[src/hw/rtl/tist_pkg.sv]
// ----------------------------------------------------------------------------
// tist_pkg
// Shared types and constants for the tracked id status table.
// ----------------------------------------------------------------------------
package tist_pkg;

  localparam int unsigned Entries = 256;
  localparam int unsigned AddrW   = (Entries > 1) ? $clog2(Entries) : 1;
  localparam int unsigned CntW    = $clog2(Entries + 1);
  localparam int unsigned IdW     = 32;
  localparam int unsigned CksW    = 32;
  localparam int unsigned TotW    = 32;
  localparam int unsigned OpW     = 3;
  localparam int unsigned StW     = 2;

  typedef enum logic [OpW-1:0] {
    OP_INIT     = 3'd0,
    OP_SHUTDOWN = 3'd1,
    OP_REGISTER = 3'd2,
    OP_VERIFY   = 3'd3,
    OP_FAIL     = 3'd4,
    OP_QUERY    = 3'd5,
    OP_STATS    = 3'd6
  } op_e;

  typedef enum logic [StW-1:0] {
    ST_PENDING  = 2'd0,
    ST_VERIFIED = 2'd1,
    ST_FAILED   = 2'd2
  } status_e;

  typedef enum logic [1:0] {
    S_IDLE,
    S_DECODE,
    S_SCAN,
    S_ACT
  } ctrl_state_e;

  // Table memory access from the controller.
  typedef struct packed {
    logic              id_we;
    logic              st_we;
    logic              cks_we;
    logic [AddrW-1:0]  waddr;
    logic [IdW-1:0]    id_wdata;
    logic [StW-1:0]    st_wdata;
    logic [CksW-1:0]   cks_wdata;
    logic [AddrW-1:0]  id_raddr;
    logic [AddrW-1:0]  ent_raddr;
  } mem_req_t;

  typedef struct packed {
    logic [IdW-1:0]  id_rdata;
    logic [StW-1:0]  st_rdata;
    logic [CksW-1:0] cks_rdata;
  } mem_rsp_t;

  typedef struct packed {
    logic            ok;
    logic [IdW-1:0]  new_id;
    logic [StW-1:0]  entry_status;
    logic [CksW-1:0] stored_checksum;
    logic [TotW-1:0] verified_count;
    logic [TotW-1:0] failed_count;
  } result_t;

endpackage

[src/hw/rtl/tist_ctrl.sv]
// ----------------------------------------------------------------------------
// tist_ctrl
// Operation sequencer: decode, slot scan, read-modify-write of the table.
// ----------------------------------------------------------------------------
module tist_ctrl (
  input  logic                         clk_i,
  input  logic                         rst_ni,
  input  logic                         in_valid_i,
  output logic                         in_ready_o,
  input  logic [tist_pkg::OpW-1:0]     op_i,
  input  logic [tist_pkg::IdW-1:0]     entry_id_i,
  input  logic [tist_pkg::CksW-1:0]    checksum_i,
  input  logic                         out_free_i,
  output logic                         res_valid_o,
  output tist_pkg::result_t            res_o,
  output tist_pkg::mem_req_t           mem_req_o,
  input  tist_pkg::mem_rsp_t           mem_rsp_i
);

  tist_pkg::ctrl_state_e state_q, state_d;

  logic [tist_pkg::OpW-1:0]   op_q, op_d;
  logic [tist_pkg::IdW-1:0]   id_q, id_d;
  logic [tist_pkg::CksW-1:0]  cks_q, cks_d;
  logic                       enabled_q, enabled_d;
  logic [tist_pkg::CntW-1:0]  fill_q, fill_d;
  logic [tist_pkg::IdW-1:0]   id_ctr_q, id_ctr_d;
  logic [tist_pkg::TotW-1:0]  vtot_q, vtot_d;
  logic [tist_pkg::TotW-1:0]  ftot_q, ftot_d;
  logic [tist_pkg::CntW-1:0]  idx_q, idx_d;
  logic                       rd_pend_q, rd_pend_d;
  logic [tist_pkg::AddrW-1:0] rd_addr_q, rd_addr_d;

  logic hit;
  logic scan_op;
  logic full;

  assign hit     = rd_pend_q && (mem_rsp_i.id_rdata == id_q);
  assign scan_op = (op_q == tist_pkg::OP_VERIFY) || (op_q == tist_pkg::OP_FAIL) ||
                   (op_q == tist_pkg::OP_QUERY);
  assign full    = (fill_q == tist_pkg::CntW'(tist_pkg::Entries));

  always_ff @(posedge clk_i or negedge rst_ni) begin
    if (!rst_ni) begin
      state_q   <= tist_pkg::S_IDLE;
      enabled_q <= 1'b0;
      fill_q    <= '0;
      id_ctr_q  <= tist_pkg::IdW'(1);
      vtot_q    <= '0;
      ftot_q    <= '0;
      rd_pend_q <= 1'b0;
    end else begin
      state_q   <= state_d;
      enabled_q <= enabled_d;
      fill_q    <= fill_d;
      id_ctr_q  <= id_ctr_d;
      vtot_q    <= vtot_d;
      ftot_q    <= ftot_d;
      rd_pend_q <= rd_pend_d;
    end
  end

  always_ff @(posedge clk_i) begin
    op_q      <= op_d;
    id_q      <= id_d;
    cks_q     <= cks_d;
    idx_q     <= idx_d;
    rd_addr_q <= rd_addr_d;
  end

  always_comb begin
    state_d     = state_q;
    op_d        = op_q;
    id_d        = id_q;
    cks_d       = cks_q;
    enabled_d   = enabled_q;
    fill_d      = fill_q;
    id_ctr_d    = id_ctr_q;
    vtot_d      = vtot_q;
    ftot_d      = ftot_q;
    idx_d       = idx_q;
    rd_pend_d   = rd_pend_q;
    rd_addr_d   = rd_addr_q;
    in_ready_o  = 1'b0;
    res_valid_o = 1'b0;
    res_o       = '0;

    mem_req_o           = '0;
    mem_req_o.waddr     = rd_addr_q;
    mem_req_o.id_raddr  = idx_q[tist_pkg::AddrW-1:0];
    mem_req_o.ent_raddr = rd_addr_q;

    case (state_q)
      tist_pkg::S_IDLE: begin
        in_ready_o = 1'b1;
        if (in_valid_i) begin
          op_d    = op_i;
          id_d    = entry_id_i;
          cks_d   = checksum_i;
          state_d = tist_pkg::S_DECODE;
        end
      end

      tist_pkg::S_DECODE: begin
        if (scan_op && enabled_q) begin
          idx_d     = '0;
          rd_pend_d = 1'b0;
          state_d   = tist_pkg::S_SCAN;
        end else if (out_free_i) begin
          res_valid_o = 1'b1;
          state_d     = tist_pkg::S_IDLE;
          case (op_q)
            tist_pkg::OP_INIT: begin
              // Clearing the fill count retires every slot at once.
              if (!enabled_q) begin
                fill_d   = '0;
                id_ctr_d = tist_pkg::IdW'(1);
                vtot_d   = '0;
                ftot_d   = '0;
              end
              enabled_d = 1'b1;
              res_o.ok  = 1'b1;
            end
            tist_pkg::OP_SHUTDOWN: begin
              enabled_d = 1'b0;
            end
            tist_pkg::OP_REGISTER: begin
              if (enabled_q && !full) begin
                id_ctr_d            = id_ctr_q + tist_pkg::IdW'(1);
                mem_req_o.id_we     = 1'b1;
                mem_req_o.st_we     = 1'b1;
                mem_req_o.cks_we    = 1'b1;
                mem_req_o.waddr     = fill_q[tist_pkg::AddrW-1:0];
                mem_req_o.id_wdata  = id_ctr_d;
                mem_req_o.st_wdata  = tist_pkg::ST_PENDING;
                mem_req_o.cks_wdata = '0;
                fill_d              = fill_q + tist_pkg::CntW'(1);
                res_o.ok            = 1'b1;
                res_o.new_id        = id_ctr_d;
              end
            end
            tist_pkg::OP_STATS: begin
              res_o.ok             = 1'b1;
              res_o.verified_count = vtot_q;
              res_o.failed_count   = ftot_q;
            end
            default: begin
              // Disabled lookups and the unused code fail with no effect.
            end
          endcase
        end
      end

      tist_pkg::S_SCAN: begin
        rd_pend_d = 1'b0;
        if (hit) begin
          state_d = tist_pkg::S_ACT;
        end else if (idx_q < fill_q) begin
          rd_pend_d = 1'b1;
          rd_addr_d = idx_q[tist_pkg::AddrW-1:0];
          idx_d     = idx_q + tist_pkg::CntW'(1);
        end else if (!rd_pend_q && out_free_i) begin
          res_valid_o = 1'b1;
          state_d     = tist_pkg::S_IDLE;
        end
      end

      tist_pkg::S_ACT: begin
        if (out_free_i) begin
          res_valid_o = 1'b1;
          state_d     = tist_pkg::S_IDLE;
          case (op_q)
            tist_pkg::OP_VERIFY: begin
              mem_req_o.st_we     = 1'b1;
              mem_req_o.cks_we    = 1'b1;
              mem_req_o.st_wdata  = tist_pkg::ST_VERIFIED;
              mem_req_o.cks_wdata = cks_q;
              vtot_d              = vtot_q + tist_pkg::TotW'(1);
              res_o.ok            = 1'b1;
            end
            tist_pkg::OP_FAIL: begin
              mem_req_o.st_we    = 1'b1;
              mem_req_o.st_wdata = tist_pkg::ST_FAILED;
              ftot_d             = ftot_q + tist_pkg::TotW'(1);
              res_o.ok           = 1'b1;
            end
            tist_pkg::OP_QUERY: begin
              res_o.ok              = 1'b1;
              res_o.entry_status    = mem_rsp_i.st_rdata;
              res_o.stored_checksum = mem_rsp_i.cks_rdata;
            end
            default: begin
            end
          endcase
        end
      end

      default: begin
        state_d = tist_pkg::S_IDLE;
      end
    endcase
  end

endmodule

[config.mk]
export PLATFORM = sky130hd
export DESIGN_NAME = tist_ctrl
export DESIGN_NICKNAME = d
export VERILOG_FILES = /design/src/hw/rtl/tist_pkg.sv /design/src/hw/rtl/tist_ctrl.sv
export SDC_FILE = /design/constraint.sdc
export NUM_CORES = 1
export LEC_CHECK = 0
export BUFFER_PORTS_ARGS = -buffer_cell sky130_fd_sc_hd__buf_2
export CAP_MARGIN = 10
export CORE_MARGIN = 1.5
export CORE_UTILIZATION = 47
export DETAILED_ROUTE_END_ITERATION = 7
export GPL_TIMING_DRIVEN = 1
export PLACE_DENSITY_LB_ADDON = 0.25
export SLEW_MARGIN = 20
export SYNTH_ARGS = -nofsm -noshare
export SYNTH_HDL_FRONTEND = slang
export SYNTH_SLANG_ARGS = --single-unit
[constraint.sdc]
create_clock -name clk_i -period 3.14 [get_ports clk_i]
set_clock_uncertainty 0.2 [all_clocks]
set_input_delay 0.157 -clock clk_i [delete_from_list [all_inputs] [get_ports clk_i]]
set_output_delay 0.157 -clock clk_i [all_outputs]
set_load 0.02 [all_outputs]
==> flow_summary.yaml <==
run_status:
  outcome: "finished clean"
sta:
  setup_viol: 0
  slew_headroom_pct: 57.5
  rsz0062_at_grt: "yes"
  maxSlewViolCount: 0
  hold_viol_final: 0
  post-route-period-util_pct: 95.9
  fin_crit_ns: 3.01
  holdWs_ns: 0.0799
  setup_tns_ns: 0
  max_freq_mhz: 332
  worst_pin_slew_ns: 0.631
yosys:
  synth_ff_type: "dfrtp_1"
  synth-edff-count: 84
  async_flop_share_pct: 56.5
  synth_area_leaders: "dfrtp_1, edfxtp_1, and2_1"
  yosysWarnings: 0
  ys_ff_latch: 193
  syn_avg_cell_area_um2: 9.53
  syn_inst: 1153
  ys_seq_area_share_pct: 47.8
  synth_top_area_share_pct: 24.6
  yosysTopAreaCell: "dfrtp_1"
  synth_area_mm2: 0.0110
  synthesis.nets: 1304
  synth.distinct_cells: 58
route:
  via_per_inst: 5.41
  met3_length_um: 2040
  remaining_drc_errors: 0
  highest_layer: "met4"
  wirelength_um: 32700
  num_vias: 10173
  wl_per_cell_um: 17.4
  dr.first_iter.drc_count: 684
  ant_nets: 0
  routed-wl-met2_um: 16100
  firstDrtPassIters: 5
  m1WireLength_um: 13600
cells_and_area:
  fin_util_pct: 63.5
  final_cells: 1879
  area_growth_pct: 31.5
  layout_commonest_cell: "buf_2"
  fillCellCount: 1888
  layout_common_cells: "buf_2, and2_1, dfrtp_1"
  drive_gt1_share_pct: 29.8
  fin_nets: 1701
critical_path:
  cp.required_ns: 2.78
  worstPathArrival_ns: 2.65
  criticalPathCategory: "flip-flop to output port"
  crit_path_end_kind: "output port"
  path_cells: "inv_2 > ha_1 > or4b_2 > o21ai_2 > or2_4 > inv_2 > or3_4 > buf_2"
  max_stage_delay_ns: 0.61
  cpMostUsedCell: "inv_2"
  critPathSlowestCell: "or4b_2"
  startpoint_type: "flip-flop"
  crit_path_max_fanout: 4
clocking:
  clock_path_buffers: 2
  cts_buffers: 17
  cts_tree: "yes"
  root_buffer: "clkbuf_16"
  clk_latency_ns: 0.44
  h-tree-depth: 4
  path_clk_slew_ns: 0.08
  cts.sinks: 193
grt:
  grt_antenna_before_repair: 3
  grt_overflow_total: 0
  grt_pass1_wl_um: 51000
  grt_usage_pct: 26.6
  grt_pass1_vias: 9840
  grt_max_degree: 68
floorplan:
  io_pins: 363
  num_rows: 55
  core_area_mm2: 0.0228
  dieArea_mm2: 0.0243
  fp.dieH_um: 156
  die_w_um: 156
  start_util_pct: 48.2
power:
  ir_drop_mv: 0.414
  cellPowerDensity_mw_per_mm2: 492
  total_power_w: 0.00711
  static-leakage-power_nw: 6.51
place:
  dp.cells: 1768
  gp_congestion: 0.840
  portBuffers: 362
  hpwl_um: 22200
run:
  maxCapViolCount: 0
worst_hold_path:
  hp-class: "input pin to async pin"
-- cell type report --
type	instances	area [µm²]	share of cell area, %
Tap cell	313	392	2.71
Timing Repair Buffer	479	2950	20.4
Inverter	30	113	0.779
Multi-Input combinational cell	829	5130	35.5
Clock buffer	17	425	2.94
Clock inverter	15	183	1.26
Antenna cell	3	7.51	0.0519
Sequential cell	193	5250	36.3
-- where the power goes --
group          total, W  switching [W]  leakage (nW)  internal [W]
clock network   0.00230        0.00108         0.292       0.00122
logic           0.00150       0.000924          3.94      0.000577
registers       0.00331       0.000270          2.28       0.00304
total           0.00711        0.00227          6.51       0.00483
-- worst max-delay path, delay by kind of cell, from the launching register on --
family,cells,cell delay (ns)
adders and majority gates,1,0.13
DFF,1,0.40
buffers and inverters,3,0.33
and+or+nand+nor,3,1.21
AOI/OAI and AO/OA,1,0.16
-- logic make-up (layout without fill, tap and decap cells) --
logic type	after synthesis	after routing	synth area share, %
AO/OA/AOI/OAI	202	202	11.0
XOR/XNOR	90	90	7.17
adder cells (fa/ha/maj)	14	14	1.59
buffers and inverters	131	541	6.06
flip-flops	193	193	47.8
other	0	3	0
AND/OR/NAND/NOR	523	523	26.4
-- path summary, 6_finish.rpt --
check                                   start             to  slack (ns)  depth (start not counted)
max in group asynchronous              rst_ni     ftot_q[22]        1.85                          3
worst max register to register        op_q[0]     vtot_q[29]        0.21                          6
worst max-delay path                fill_q[1]  mem_req_o[91]        0.13                          8
worst min-delay path                   rst_ni      vtot_q[8]        0.08                          2
worst min register to register   id_ctr_q[27]   id_ctr_q[27]        0.33                          1
min in group clk_i              mem_rsp_i[45]     state_q[0]        0.10                          5
-- metrics by stage --
stage	area, µm²	setup slack, ns
after floorplan	11000	0.141
after global placement	13000	0.262
after detailed placement	13000	0.214
after CTS	14400	0.00949
after global routing	14500	-0.00835
final	14500	0.130
-- layer usage --
layer  vias up  global-route usage [%]
met1      4812                    33.9
met3        49                    5.19
li1       4893                       -
met2       419                    44.5
met4         0                    10.5
met5         -                       0
-- synthesized netlist by cell type, types with 39 or more instances --
cell / number
a21oi_1: 56
and2_1: 139
buf_4: 40
clkbuf_1: 45
dfrtp_1: 108
edfxtp_1: 84
nand2_1: 66
nand3_1: 48
nand4_1: 39
nor2_1: 86
o21ai_0: 70
xor2_1: 55
-- registers in the layout, summed over array words and instances (netlist names) --
| signal | flops |
|---|---|
| cks_q | 32 |
| ftot_q | 32 |
| id_ctr_q | 32 |
| id_q | 32 |
| vtot_q | 32 |
| fill_q | 9 |
| idx_q | 9 |
| rd_addr_q | 8 |
| op_q | 3 |
| state_q | 2 |
| enabled_q | 1 |
| rd_pend_q | 1 |
-- timing repair --
| action | 4_1_cts | 5_1_grt |
|---|---|---|
| buffers inserted | 4 | 1 |
| endpoints found under the hold margin | 113 | 0 |
| gates cloned | 0 | 1 |
| resized for setup | 6 | 11 |
| pin swaps | 0 | 2 |
| endpoints found under the setup margin | 13 | 21 |
| hold buffers | 70 | 0 |
Power figures use the tool's default switching activity.
